### src/directional_change_event_detector_core_macros.svh
// Assertion macros shared by the detector RTL.
// Assertions assume a clock named clk and an active-low reset named arst_n.
`ifndef DIRECTIONAL_CHANGE_EVENT_DETECTOR_CORE_MACROS_SVH
`define DIRECTIONAL_CHANGE_EVENT_DETECTOR_CORE_MACROS_SVH
`ifndef SYNTHESIS
// Property that must hold at every clock edge outside reset
`define DCED_ASSERT(lbl, prop, msg) \
	lbl: assert property (@(posedge clk) disable iff (!arst_n) (prop)) else $error(msg);
// Overlapping implication
`define DCED_ASSERT_IMP(lbl, ante, cons, msg) \
	lbl: assert property (@(posedge clk) disable iff (!arst_n) (ante) |-> (cons)) else $error(msg);
// Next-cycle implication
`define DCED_ASSERT_NXT(lbl, ante, cons, msg) \
	lbl: assert property (@(posedge clk) disable iff (!arst_n) (ante) |=> (cons)) else $error(msg);
`else
`define DCED_ASSERT(lbl, prop, msg)
`define DCED_ASSERT_IMP(lbl, ante, cons, msg)
`define DCED_ASSERT_NXT(lbl, ante, cons, msg)
`endif
`endif

### src/dced_pkg.sv
// Package for the directional-change event detector.
// Constants, word types and divider request struct; no dependencies.
package dced_pkg;
	localparam int MAX_RUN   = 16;
	localparam int RUN_W     = $clog2(MAX_RUN);
	localparam int PRICE_W   = 32;
	localparam int THR_W     = 23;
	localparam int MOVE_W    = 32;
	localparam int SUM_W     = MOVE_W + 1;
	localparam int QDEPTH    = 2;
	localparam int QPTR_W    = 1;
	localparam int QCNT_W    = 2;
	localparam int DIV_STEPS = 32;
	localparam int DIV_CNT_W = 6;

	localparam logic [THR_W-1:0] THR_RESET = 23'd83886;
	// 1.0 in Q8.24
	localparam logic [32:0] ONE_Q24 = 33'h001000000;

	// Word from front to engine: seed marks the very first tick
	typedef struct packed {
		logic               seed;
		logic               up;
		logic [PRICE_W-1:0] price;
	} dced_item_t;

	typedef struct packed {
		logic [PRICE_W-1:0] event_price;
		logic               upward;
		logic               last_of_run;
		logic               overrun;
	} dced_result_t;

	// Divider request: ratio (a - b) / den in Q8.24
	typedef struct packed {
		logic               start;
		logic [PRICE_W-1:0] a;
		logic [PRICE_W-1:0] b;
		logic [PRICE_W-1:0] den;
	} dced_div_req_t;
endpackage

### src/dced_front.sv
// Front end: accepts ticks, drops repeats, tracks the last price.
// Queues seed and tick words for the engine. Uses dced_pkg.
module dced_front import dced_pkg::*; (
	input  logic               clk,
	input  logic               arst_n,
	input  logic               push,
	output logic               full,
	input  logic [PRICE_W-1:0] price,
	output logic               item_empty,
	input  logic               item_pop,
	output dced_item_t         item_head
);
	logic               seeded_q;
	logic [PRICE_W-1:0] last_price_q;
	dced_item_t         items_q [QDEPTH];
	logic [QPTR_W-1:0]  wr_ptr_q;
	logic [QPTR_W-1:0]  rd_ptr_q;
	logic [QCNT_W-1:0]  cnt_q;
	logic               accept;
	logic               enq;
	logic               deq;
	dced_item_t         new_item;

	assign full       = (cnt_q == QCNT_W'(QDEPTH));
	assign item_empty = (cnt_q == '0);
	assign item_head  = items_q[rd_ptr_q];
	assign accept     = push && !full;
	assign deq        = item_pop && !item_empty;

	// classify: first tick seeds, repeated price is dropped
	always_comb begin
		new_item.seed  = !seeded_q;
		new_item.up    = price > last_price_q;
		new_item.price = price;
		enq            = accept && (!seeded_q || (price != last_price_q));
	end

	always_ff @(posedge clk or negedge arst_n) begin
		if (!arst_n) begin
			seeded_q     <= 1'b0;
			last_price_q <= '0;
		end else if (accept) begin
			seeded_q     <= 1'b1;
			last_price_q <= price;
		end
	end

	// two-word queue toward the engine
	always_ff @(posedge clk or negedge arst_n) begin
		if (!arst_n) begin
			wr_ptr_q <= '0;
			rd_ptr_q <= '0;
			cnt_q    <= '0;
		end else begin
			if (enq) wr_ptr_q <= wr_ptr_q + 1'b1;
			if (deq) rd_ptr_q <= rd_ptr_q + 1'b1;
			if (enq && !deq) cnt_q <= cnt_q + 1'b1;
			else if (deq && !enq) cnt_q <= cnt_q - 1'b1;
		end
	end

	always_ff @(posedge clk) begin
		if (enq) items_q[wr_ptr_q] <= new_item;
	end
endmodule

### src/dced_div.sv
// Iterative ratio divider: (a - b) << 24 / den, floored and saturated.
// One quotient bit per cycle; uses dced_pkg and the assertion macros.
`include "directional_change_event_detector_core_macros.svh"
module dced_div import dced_pkg::*; (
	input  logic                clk,
	input  logic                arst_n,
	input  dced_div_req_t       req,
	output logic                done,
	output logic [MOVE_W-1:0]   quo
);
	logic [SUM_W-1:0]     rem_q;
	logic [PRICE_W-1:0]   den_q;
	logic [31:0]          shift_q;
	logic [MOVE_W-1:0]    quo_q;
	logic [DIV_CNT_W-1:0] cnt_q;
	logic                 busy_q;
	logic                 done_q;
	logic [PRICE_W-1:0]   diff;
	logic [SUM_W-1:0]     trial;
	logic                 ge;

	assign diff  = (req.a > req.b) ? (req.a - req.b) : '0;
	assign trial = {rem_q[SUM_W-2:0], shift_q[31]};
	assign ge    = trial >= {1'b0, den_q};
	assign done  = done_q;
	assign quo   = quo_q;

	// control: shortcut for zero difference and quotient overflow
	always_ff @(posedge clk or negedge arst_n) begin
		if (!arst_n) begin
			busy_q <= 1'b0;
			done_q <= 1'b0;
			cnt_q  <= '0;
		end else begin
			done_q <= 1'b0;
			if (req.start) begin
				if ((diff == '0) || ({8'b0, diff} >= {req.den, 8'b0})) begin
					done_q <= 1'b1;
				end else begin
					busy_q <= 1'b1;
					cnt_q  <= DIV_CNT_W'(DIV_STEPS);
				end
			end else if (busy_q) begin
				cnt_q <= cnt_q - 1'b1;
				if (cnt_q == DIV_CNT_W'(1)) begin
					busy_q <= 1'b0;
					done_q <= 1'b1;
				end
			end
		end
	end

	// datapath: restoring division, quotient known to fit 32 bits
	always_ff @(posedge clk) begin
		if (req.start) begin
			den_q   <= req.den;
			rem_q   <= {9'b0, diff[31:8]};
			shift_q <= {diff[7:0], 24'b0};
			if (diff == '0) quo_q <= '0;
			else quo_q <= '1;
		end else if (busy_q) begin
			rem_q   <= ge ? (trial - {1'b0, den_q}) : trial;
			shift_q <= {shift_q[30:0], 1'b0};
			quo_q   <= {quo_q[MOVE_W-2:0], ge};
		end
	end

	`DCED_ASSERT(a_no_start_busy, !(req.start && busy_q), "divider started while busy")
	`DCED_ASSERT_IMP(a_busy_cnt, busy_q, cnt_q != '0, "busy divider with zero count")
	`DCED_ASSERT_IMP(a_done_idle, done_q, !busy_q, "divider done while still busy")
endmodule

### src/dced_engine.sv
// Back end: updates the intrinsic event, fires event runs, queues results.
// Uses dced_pkg, dced_div and the assertion macros.
`include "directional_change_event_detector_core_macros.svh"
module dced_engine import dced_pkg::*; (
	input  logic               clk,
	input  logic               arst_n,
	input  logic [THR_W-1:0]   thr,
	input  logic               item_empty,
	output logic               item_pop,
	input  dced_item_t         item_head,
	output logic               empty,
	input  logic               pop,
	output dced_result_t       result
);
	typedef enum logic [6:0] {
		ST_IDLE  = 7'b0000001,
		ST_EXT   = 7'b0000010,
		ST_DN    = 7'b0000100,
		ST_UP    = 7'b0001000,
		ST_MUL   = 7'b0010000,
		ST_ROUND = 7'b0100000,
		ST_EMIT  = 7'b1000000
	} st_t;

	st_t                state_q;
	logic [PRICE_W-1:0] price_q;
	logic               up_q;
	logic               ext_rise_q;
	logic [PRICE_W-1:0] start_q;
	logic [PRICE_W-1:0] high_q;
	logic [PRICE_W-1:0] low_q;
	logic [MOVE_W-1:0]  rise_q;
	logic [MOVE_W-1:0]  fall_q;
	logic [SUM_W-1:0]   mdown_q;
	logic [SUM_W-1:0]   remain_q;
	logic [PRICE_W-1:0] base_q;
	logic [31:0]        fac_q;
	logic [63:0]        prod_s1;
	logic [PRICE_W-1:0] ev_q;
	logic [RUN_W-1:0]   n_q;

	dced_div_req_t      div_req;
	logic               div_done;
	logic [MOVE_W-1:0]  div_quo;

	dced_result_t       res_q [QDEPTH];
	logic [QPTR_W-1:0]  wr_ptr_q;
	logic [QPTR_W-1:0]  rd_ptr_q;
	logic [QCNT_W-1:0]  cnt_q;
	logic               out_push;
	logic               out_pop;
	dced_result_t       new_res;

	logic [SUM_W-1:0]   mup;
	logic [32:0]        fac_up;
	logic [33:0]        fac_dn;
	logic [64:0]        rnd;
	logic [SUM_W-1:0]   two_d;
	logic               ge2;
	logic               more;

	dced_div u_div (
		.clk    (clk),
		.arst_n (arst_n),
		.req    (div_req),
		.done   (div_done),
		.quo    (div_quo)
	);

	assign item_pop = (state_q == ST_IDLE) && !item_empty;
	assign two_d    = {9'b0, thr, 1'b0};
	assign ge2      = remain_q >= two_d;
	assign more     = ge2 && (n_q != RUN_W'(MAX_RUN - 1));
	assign mup      = {1'b0, fall_q} + {1'b0, div_quo};
	// first-event factors: up clamps at zero, down clamps at 2^32-1
	assign fac_up   = ({1'b0, fall_q} > (ONE_Q24 + 33'(thr))) ? '0
		: (ONE_Q24 + 33'(thr) - {1'b0, fall_q});
	assign fac_dn   = {1'b0, ONE_Q24} - 34'(thr) + 34'(rise_q);
	assign rnd      = {1'b0, prod_s1} + 65'h000000000_00800000;

	// divider launches
	always_comb begin
		div_req = '0;
		unique case (state_q)
			ST_IDLE: begin
				if (!item_empty && !item_head.seed) begin
					div_req.start = 1'b1;
					if (item_head.price > high_q) begin
						div_req.a   = item_head.price;
						div_req.b   = start_q;
						div_req.den = start_q;
					end else if (item_head.price < low_q) begin
						div_req.a   = start_q;
						div_req.b   = item_head.price;
						div_req.den = start_q;
					end else begin
						div_req.a   = high_q;
						div_req.b   = item_head.price;
						div_req.den = high_q;
					end
				end
			end
			ST_EXT: begin
				div_req.start = div_done;
				div_req.a     = high_q;
				div_req.b     = price_q;
				div_req.den   = high_q;
			end
			ST_DN: begin
				div_req.start = div_done;
				div_req.a     = price_q;
				div_req.b     = low_q;
				div_req.den   = low_q;
			end
			default: div_req = '0;
		endcase
	end

	// sequencer
	always_ff @(posedge clk or negedge arst_n) begin
		if (!arst_n) begin
			state_q <= ST_IDLE;
			start_q <= '0;
			high_q  <= '0;
			low_q   <= '0;
			rise_q  <= '0;
			fall_q  <= '0;
			n_q     <= '0;
		end else begin
			unique case (state_q)
				ST_IDLE: begin
					if (!item_empty) begin
						if (item_head.seed) begin
							start_q <= item_head.price;
							high_q  <= item_head.price;
							low_q   <= item_head.price;
							rise_q  <= '0;
							fall_q  <= '0;
						end else if (item_head.price > high_q) begin
							high_q  <= item_head.price;
							state_q <= ST_EXT;
						end else if (item_head.price < low_q) begin
							low_q   <= item_head.price;
							state_q <= ST_EXT;
						end else begin
							state_q <= ST_DN;
						end
					end
				end
				ST_EXT: begin
					if (div_done) begin
						if (ext_rise_q) rise_q <= div_quo;
						else fall_q <= div_quo;
						state_q <= ST_DN;
					end
				end
				ST_DN: begin
					if (div_done) state_q <= ST_UP;
				end
				ST_UP: begin
					if (div_done) begin
						n_q <= '0;
						if ((mdown_q < SUM_W'(thr)) && (mup < SUM_W'(thr))) state_q <= ST_IDLE;
						else state_q <= ST_MUL;
					end
				end
				ST_MUL:   state_q <= ST_ROUND;
				ST_ROUND: state_q <= ST_EMIT;
				ST_EMIT: begin
					if (cnt_q != QCNT_W'(QDEPTH)) begin
						if (more) begin
							n_q     <= n_q + 1'b1;
							state_q <= ST_MUL;
						end else begin
							start_q <= ev_q;
							high_q  <= ev_q;
							low_q   <= ev_q;
							rise_q  <= '0;
							fall_q  <= '0;
							state_q <= ST_IDLE;
						end
					end
				end
				default: state_q <= ST_IDLE;
			endcase
		end
	end

	// payload registers of the run
	always_ff @(posedge clk) begin
		if (item_pop) begin
			price_q    <= item_head.price;
			up_q       <= item_head.up;
			ext_rise_q <= item_head.price > high_q;
		end
		if ((state_q == ST_DN) && div_done) mdown_q <= {1'b0, rise_q} + {1'b0, div_quo};
		if ((state_q == ST_UP) && div_done) begin
			if (up_q) begin
				remain_q <= mup;
				base_q   <= low_q;
				fac_q    <= fac_up[31:0];
			end else begin
				remain_q <= mdown_q;
				base_q   <= high_q;
				fac_q    <= (fac_dn[33:32] != 2'b0) ? '1 : fac_dn[31:0];
			end
		end
		if (state_q == ST_MUL) prod_s1 <= 64'(base_q) * 64'(fac_q);
		if (state_q == ST_ROUND) ev_q <= (rnd[64:56] != '0) ? '1 : rnd[55:24];
		if ((state_q == ST_EMIT) && (cnt_q != QCNT_W'(QDEPTH)) && more) begin
			base_q   <= ev_q;
			remain_q <= remain_q - SUM_W'(thr);
			fac_q    <= up_q ? 32'(ONE_Q24 + 33'(thr)) : 32'(ONE_Q24 - 33'(thr));
		end
	end

	// result queue
	assign out_push            = (state_q == ST_EMIT) && (cnt_q != QCNT_W'(QDEPTH));
	assign out_pop             = pop && (cnt_q != '0);
	assign empty               = (cnt_q == '0);
	assign result              = res_q[rd_ptr_q];
	assign new_res.event_price = ev_q;
	assign new_res.upward      = up_q;
	assign new_res.last_of_run = !more;
	assign new_res.overrun     = !more && ge2;

	always_ff @(posedge clk or negedge arst_n) begin
		if (!arst_n) begin
			wr_ptr_q <= '0;
			rd_ptr_q <= '0;
			cnt_q    <= '0;
		end else begin
			if (out_push) wr_ptr_q <= wr_ptr_q + 1'b1;
			if (out_pop) rd_ptr_q <= rd_ptr_q + 1'b1;
			if (out_push && !out_pop) cnt_q <= cnt_q + 1'b1;
			else if (out_pop && !out_push) cnt_q <= cnt_q - 1'b1;
		end
	end

	always_ff @(posedge clk) begin
		if (out_push) res_q[wr_ptr_q] <= new_res;
	end

	`DCED_ASSERT(a_state_onehot, $onehot(state_q), "engine state not one-hot")
	`DCED_ASSERT(a_out_cnt, cnt_q <= QCNT_W'(QDEPTH), "result queue overfilled")
	`DCED_ASSERT_IMP(a_pop_idle, item_pop, state_q == ST_IDLE, "word taken while busy")
	`DCED_ASSERT_NXT(a_last_idle, out_push && !more, state_q == ST_IDLE,
		"run did not end after last event")
endmodule

### src/directional_change_event_detector_core.sv
// Directional-change event detector. Takes unsigned Q16.16 price ticks and
// emits intrinsic-time event prices. The front end accepts a tick whenever
// it is not full and queues it unless it repeats the last price. A changed
// tick then needs two or three ratio divisions on one shared divider. A
// division runs bit by bit, but is cut short when the ratio is zero or
// saturates. Each emitted event passes through the multiply, round and emit
// states, and a changed tick emits up to sixteen events. The emit state
// stalls while the output queue is full. Two ticks wait in the front queue
// and two results in the output queue. The threshold register is written
// through the cfg channel (always ready); the user must write it only while
// the block is idle, as the block itself does not enforce this.
// Uses dced_pkg, dced_front and dced_engine.
module directional_change_event_detector_core import dced_pkg::*; (
	input  logic               clk,
	input  logic               arst_n,
	input  logic               push,
	output logic               full,
	input  logic [PRICE_W-1:0] price,
	output logic               empty,
	input  logic               pop,
	output logic [PRICE_W-1:0] event_price,
	output logic               upward,
	output logic               last_of_run,
	output logic               overrun,
	input  logic               cfg_valid,
	output logic               cfg_ready,
	input  logic [THR_W-1:0]   cfg_data
);
	logic [THR_W-1:0] thr_q;
	logic             item_empty;
	logic             item_pop;
	dced_item_t       item_head;
	dced_result_t     result;

	// threshold register
	assign cfg_ready = 1'b1;
	always_ff @(posedge clk or negedge arst_n) begin
		if (!arst_n) thr_q <= THR_RESET;
		else if (cfg_valid && cfg_ready) thr_q <= cfg_data;
	end

	dced_front u_front (
		.clk        (clk),
		.arst_n     (arst_n),
		.push       (push),
		.full       (full),
		.price      (price),
		.item_empty (item_empty),
		.item_pop   (item_pop),
		.item_head  (item_head)
	);

	dced_engine u_engine (
		.clk        (clk),
		.arst_n     (arst_n),
		.thr        (thr_q),
		.item_empty (item_empty),
		.item_pop   (item_pop),
		.item_head  (item_head),
		.empty      (empty),
		.pop        (pop),
		.result     (result)
	);

	assign event_price = result.event_price;
	assign upward      = result.upward;
	assign last_of_run = result.last_of_run;
	assign overrun     = result.overrun;
endmodule

### config.mk
export PLATFORM = sky130hd
export DESIGN_NAME = directional_change_event_detector_core
export DESIGN_NICKNAME = d
export VERILOG_FILES = /design/src/dced_pkg.sv /design/src/dced_front.sv /design/src/dced_div.sv /design/src/dced_engine.sv /design/src/directional_change_event_detector_core.sv
export VERILOG_INCLUDE_DIRS = /design/src /design/src/src
export SDC_FILE = /design/constraint.sdc
export NUM_CORES = 2
export LEC_CHECK = 0
export BUFFER_PORTS_ARGS = -buffer_cell sky130_fd_sc_hd__buf_2
export CAP_MARGIN = 20
export CORE_MARGIN = 1
export CORE_UTILIZATION = 55
export CTS_BUF_LIST = sky130_fd_sc_hd__clkbuf_4
export DETAILED_ROUTE_END_ITERATION = 8
export PLACE_DENSITY = 0.74
export SYNTH_ARGS = -nofsm -noshare
export SYNTH_HDL_FRONTEND = slang
export SYNTH_SLANG_ARGS = --single-unit
### constraint.sdc
create_clock -name clk -period 8.75 [get_ports clk]
set_input_delay 1.3125 -clock clk [delete_from_list [all_inputs] [get_ports clk]]
set_output_delay 1.3125 -clock clk [all_outputs]
set_load 0.01 [all_outputs]
==> results_dict.tcl <==
set metrics [dict create \
    status "completed" \
    synth_top_area_cell "fa_1" \
    drc 0 \
    drt_iter0_markers 6026 \
    vias_per_cell 5.903 \
    wl_per_cell_microns 21.57 \
    pre_cts_slack_ps -1.059 \
    wirelength_mm 232.1 \
    worstMarginPinSlew_ps 1317 \
    synthTopCellsByCount "inv_1 (1275), nand2_1 (1274), fa_1 (902), ha_1 (675), edfxtp_1 (471)" \
    max_freq_mhz 116.6 \
    drtPass1Iterations 6 \
    antenna_found_initial 11 \
    post-dp-hpwl_mm 184.3 \
    fp.coreArea_sq_um 141900 \
    netlist_instances 8369 \
    grt_max_degree 81 \
    ys_async_sr_fraction 0.3366 \
    postRouteAntennaNets 0 \
    drive_above_1_share 0.1245 \
    cts_buffer_depth 3 \
    end_kind "flop" \
    crit_required_ps 9830 \
    ys_ff_latch 722 \
    pwr-share-comb 0.703 \
    yosys_warnings 0 \
    worstHoldPathType "input port to flop" \
    fin_nets 10338 \
    crit_fanout 8 \
    fin_crit_sh 0.9800 \
    cts_root_buffer "clkbuf_4" \
    setup_violations 0 \
    hold_viol 0 \
    avgSynthCellArea_sq_um 9.420 \
    gp_congestion 0.9988 \
    track_usage 0.3228 \
    synth_cell_types 99 \
    path_clk_slew_ps 70 \
    powerDensity_nw_per_um2 353.4 \
    grt_pass1_vias 65201 \
    rows 138 \
    leakage_uw 0.04057 \
    die_w_microns 380.6 \
    start_util 0.5555 \
    areaGrowthSynthToFinish_pct 9.949 \
    worstSkewPairLatency_ps 1230 \
    r2r-start "u_front.rd_ptr_q" \
    crit_type "flop to flop" \
    grt_pass1_wl_mm 364.2 \
    p_sw_uw 14790 \
    io_buffers 96 \
    worstSetupStartpoint "u_front.rd_ptr_q" \
    fillers 11841 \
    ios 98 \
    startpoint_type "flop" \
    seq_power_share 0.195 \
    die_y_microns 380.6 \
    cts_buffers 191 \
    synth_area_sq_um 78840 \
    tns_ps 0 \
    swShare 0.4829 \
    skew_ps 85.51 \
    grt_overflow 0 \
    ys.flop_type "edfxtp_1" \
    final.min_clock_period_ps 8575 \
    whs_ps 347.0 \
    synthTopCellsByArea "fa_1 (23%), edfxtp_1 (18%), ha_1 (11%), dfrtp_1 (7.4%), inv_1 (6.1%)" \
    vdd_ir_drop_max_uv 478.2 \
    intPower_uw 15840 \
    worst_path_max_delay_cell "dfrtp_4" \
    power.share.clock 0.102 \
    slew_headroom 0.1190 \
    min_from "cfg_data[11]" \
    synth-edff-count 471 \
    cp.arrival_ps 9650 \
    cts_num_sinks 722 \
    syn_nets 10006 \
    cts_max_level 4 \
    num_vias 63511 \
    max_stage_delay_ps 540 \
    tritoncts "done" \
    yosysMostFrequentCell "inv_1" \
    synth_top_area_frac 0.2290 \
    yosysSeqAreaShare 0.2587 \
    drv_cap 0 \
    maxSlewViolCount 0 \
    cp_common_cell "buf_4" \
    setup_slack_ps 174.8 \
    dieArea_sq_um 144900 \
]
## cells in the final DEF, fill, tap and decap left out, drive strengths merged, types with 26 or more instances in the layout
master | synthesis | final
a221oi | 55 | 55
nand3 | 82 | 82
buf | 26 | 508
o21a | 109 | 109
mux2i | 101 | 101
nor4 | 31 | 31
clkbuf | 347 | 275
a211oi | 53 | 53
nor2b | 49 | 49
and2 | 300 | 300
inv | 1279 | 1286
nand2b | 49 | 49
nor3 | 110 | 110
o21ai | 382 | 382
dfrtp | 232 | 232
o211ai | 26 | 26
xor2 | 104 | 104
fa | 902 | 902
xnor2 | 177 | 177
mux2 | 170 | 170
a21oi | 371 | 371
and3 | 48 | 48
or3 | 27 | 27
a21o | 144 | 144
edfxtp | 471 | 471
nand2 | 1275 | 1275
a22oi | 43 | 43
nor2 | 333 | 333
nand4 | 69 | 69
ha | 675 | 675
a31oi | 44 | 44
clkinv | 0 | 79
## through the flow
stage | utilization | cell area (sq um) | cells | power (uW)
2_1_floorplan | - | 78840 | 8369 | 18260
3_3_place_gp | 0.5902 | 83770 | 10378 | 26140
3_5_place_dp | 0.5903 | 83780 | 10379 | 26560
4_1_cts | 0.6084 | 86360 | 10740 | 29850
5_1_grt | 0.6107 | 86680 | 10759 | 32530
6_report | 0.6107 | 86680 | 10760 | 30630
## area by class of cell
type	count	area (sq um)	area share
clock buffer	272	2042	0.02356
tap	1890	2365	0.02728
sequential	722	20400	0.2354
clock inverter	88	518.0	0.005976
multi-input combinational	5995	52490	0.6055
antenna	2	5.005	0.00005774
timing repair buffer	512	4061	0.04685
inverter	1279	4801	0.05538
## power groups by stage
stage / Clock (uW) / Sequential, uW / Combinational (uW)
2_1_floorplan: 0 / 5620 / 12600
3_3_place_gp: 0 / 5940 / 20200
3_5_place_dp: 0 / 5980 / 20600
4_1_cts: 3210 / 5920 / 20700
5_1_grt: 3370 / 6040 / 23100
6_report: 3140 / 5960 / 21500
## routing by layer
metal	share of wire	vias to the layer above	global-route usage
met3	0.097	610	0.06386
met1	0.41	31284	0.4386
li1	-	28459	-
met4	0.043	8	0.1369
met5	0.00024	-	0
met2	0.45	3150	0.5045
## critical path, delay by kind of cell, from the launching register on
family	cells	cell delay, ps
muxes	2	240
adders and majority gates	4	1230
and+or+nand+nor	7	1020
buffers and inverters	11	1780
AOI/OAI and AO/OA	19	3580
DFF	1	540
## repair_timing
| action | in CTS | in global routing |
|---|---|---|
| setup buffers | 0 | 16 |
| endpoints found under the hold margin | 3 | 0 |
| hold buffers | 1 | 0 |
| pin swaps | 0 | 8 |
| setup endpoints to repair | 7 | 37 |
| gates resized for setup | 2 | 43 |
## cell families (layout without fill, tap and decap cells)
group / count (synthesis) / after routing / synth area share
simple gates: 2427 / 2427 / 0.1407
mux: 271 / 271 / 0.03715
flops: 722 / 722 / 0.2587
fa+ha+maj: 1577 / 1577 / 0.3362
buf+inv: 1652 / 2151 / 0.07915
xor+xnor: 281 / 281 / 0.03122
compound gates: 1438 / 1438 / 0.1169
other cells: 1 / 3 / 0.00004757
## state kept, by name, summed over array words and instances (netlist names), 32 cells and up
signal / cells
u_engine.base_q: 32
u_engine.ev_q: 32
u_engine.fac_q: 32
u_engine.fall_q: 32
u_engine.high_q: 32
u_engine.low_q: 32
u_engine.mdown_q: 33
u_engine.price_q: 32
u_engine.prod_s1: 41
u_engine.remain_q: 33
u_engine.res_q: 70
u_engine.rise_q: 32
u_engine.start_q: 32
u_engine.u_div.den_q: 32
u_engine.u_div.quo: 32
u_engine.u_div.rem_q: 32
u_front.items_q: 68
u_front.last_price_q: 32
## worst paths after layout
path / end / slack, ps / cells past startpoint
setup / recovery: u_engine.u_div.cnt_q[2] / 170 / 43
hold / removal: thr_q[11] / 350 / 3
setup reg to reg: u_engine.u_div.cnt_q[2] / 170 / 43
hold reg to reg: u_front.seeded_q / 480 / 2
max in group asynchronous: u_engine.fall_q[2] / 6640 / 3
min in group asynchronous: u_engine.start_q[16] / 650 / 2
(Power assumes the default switching activity.)
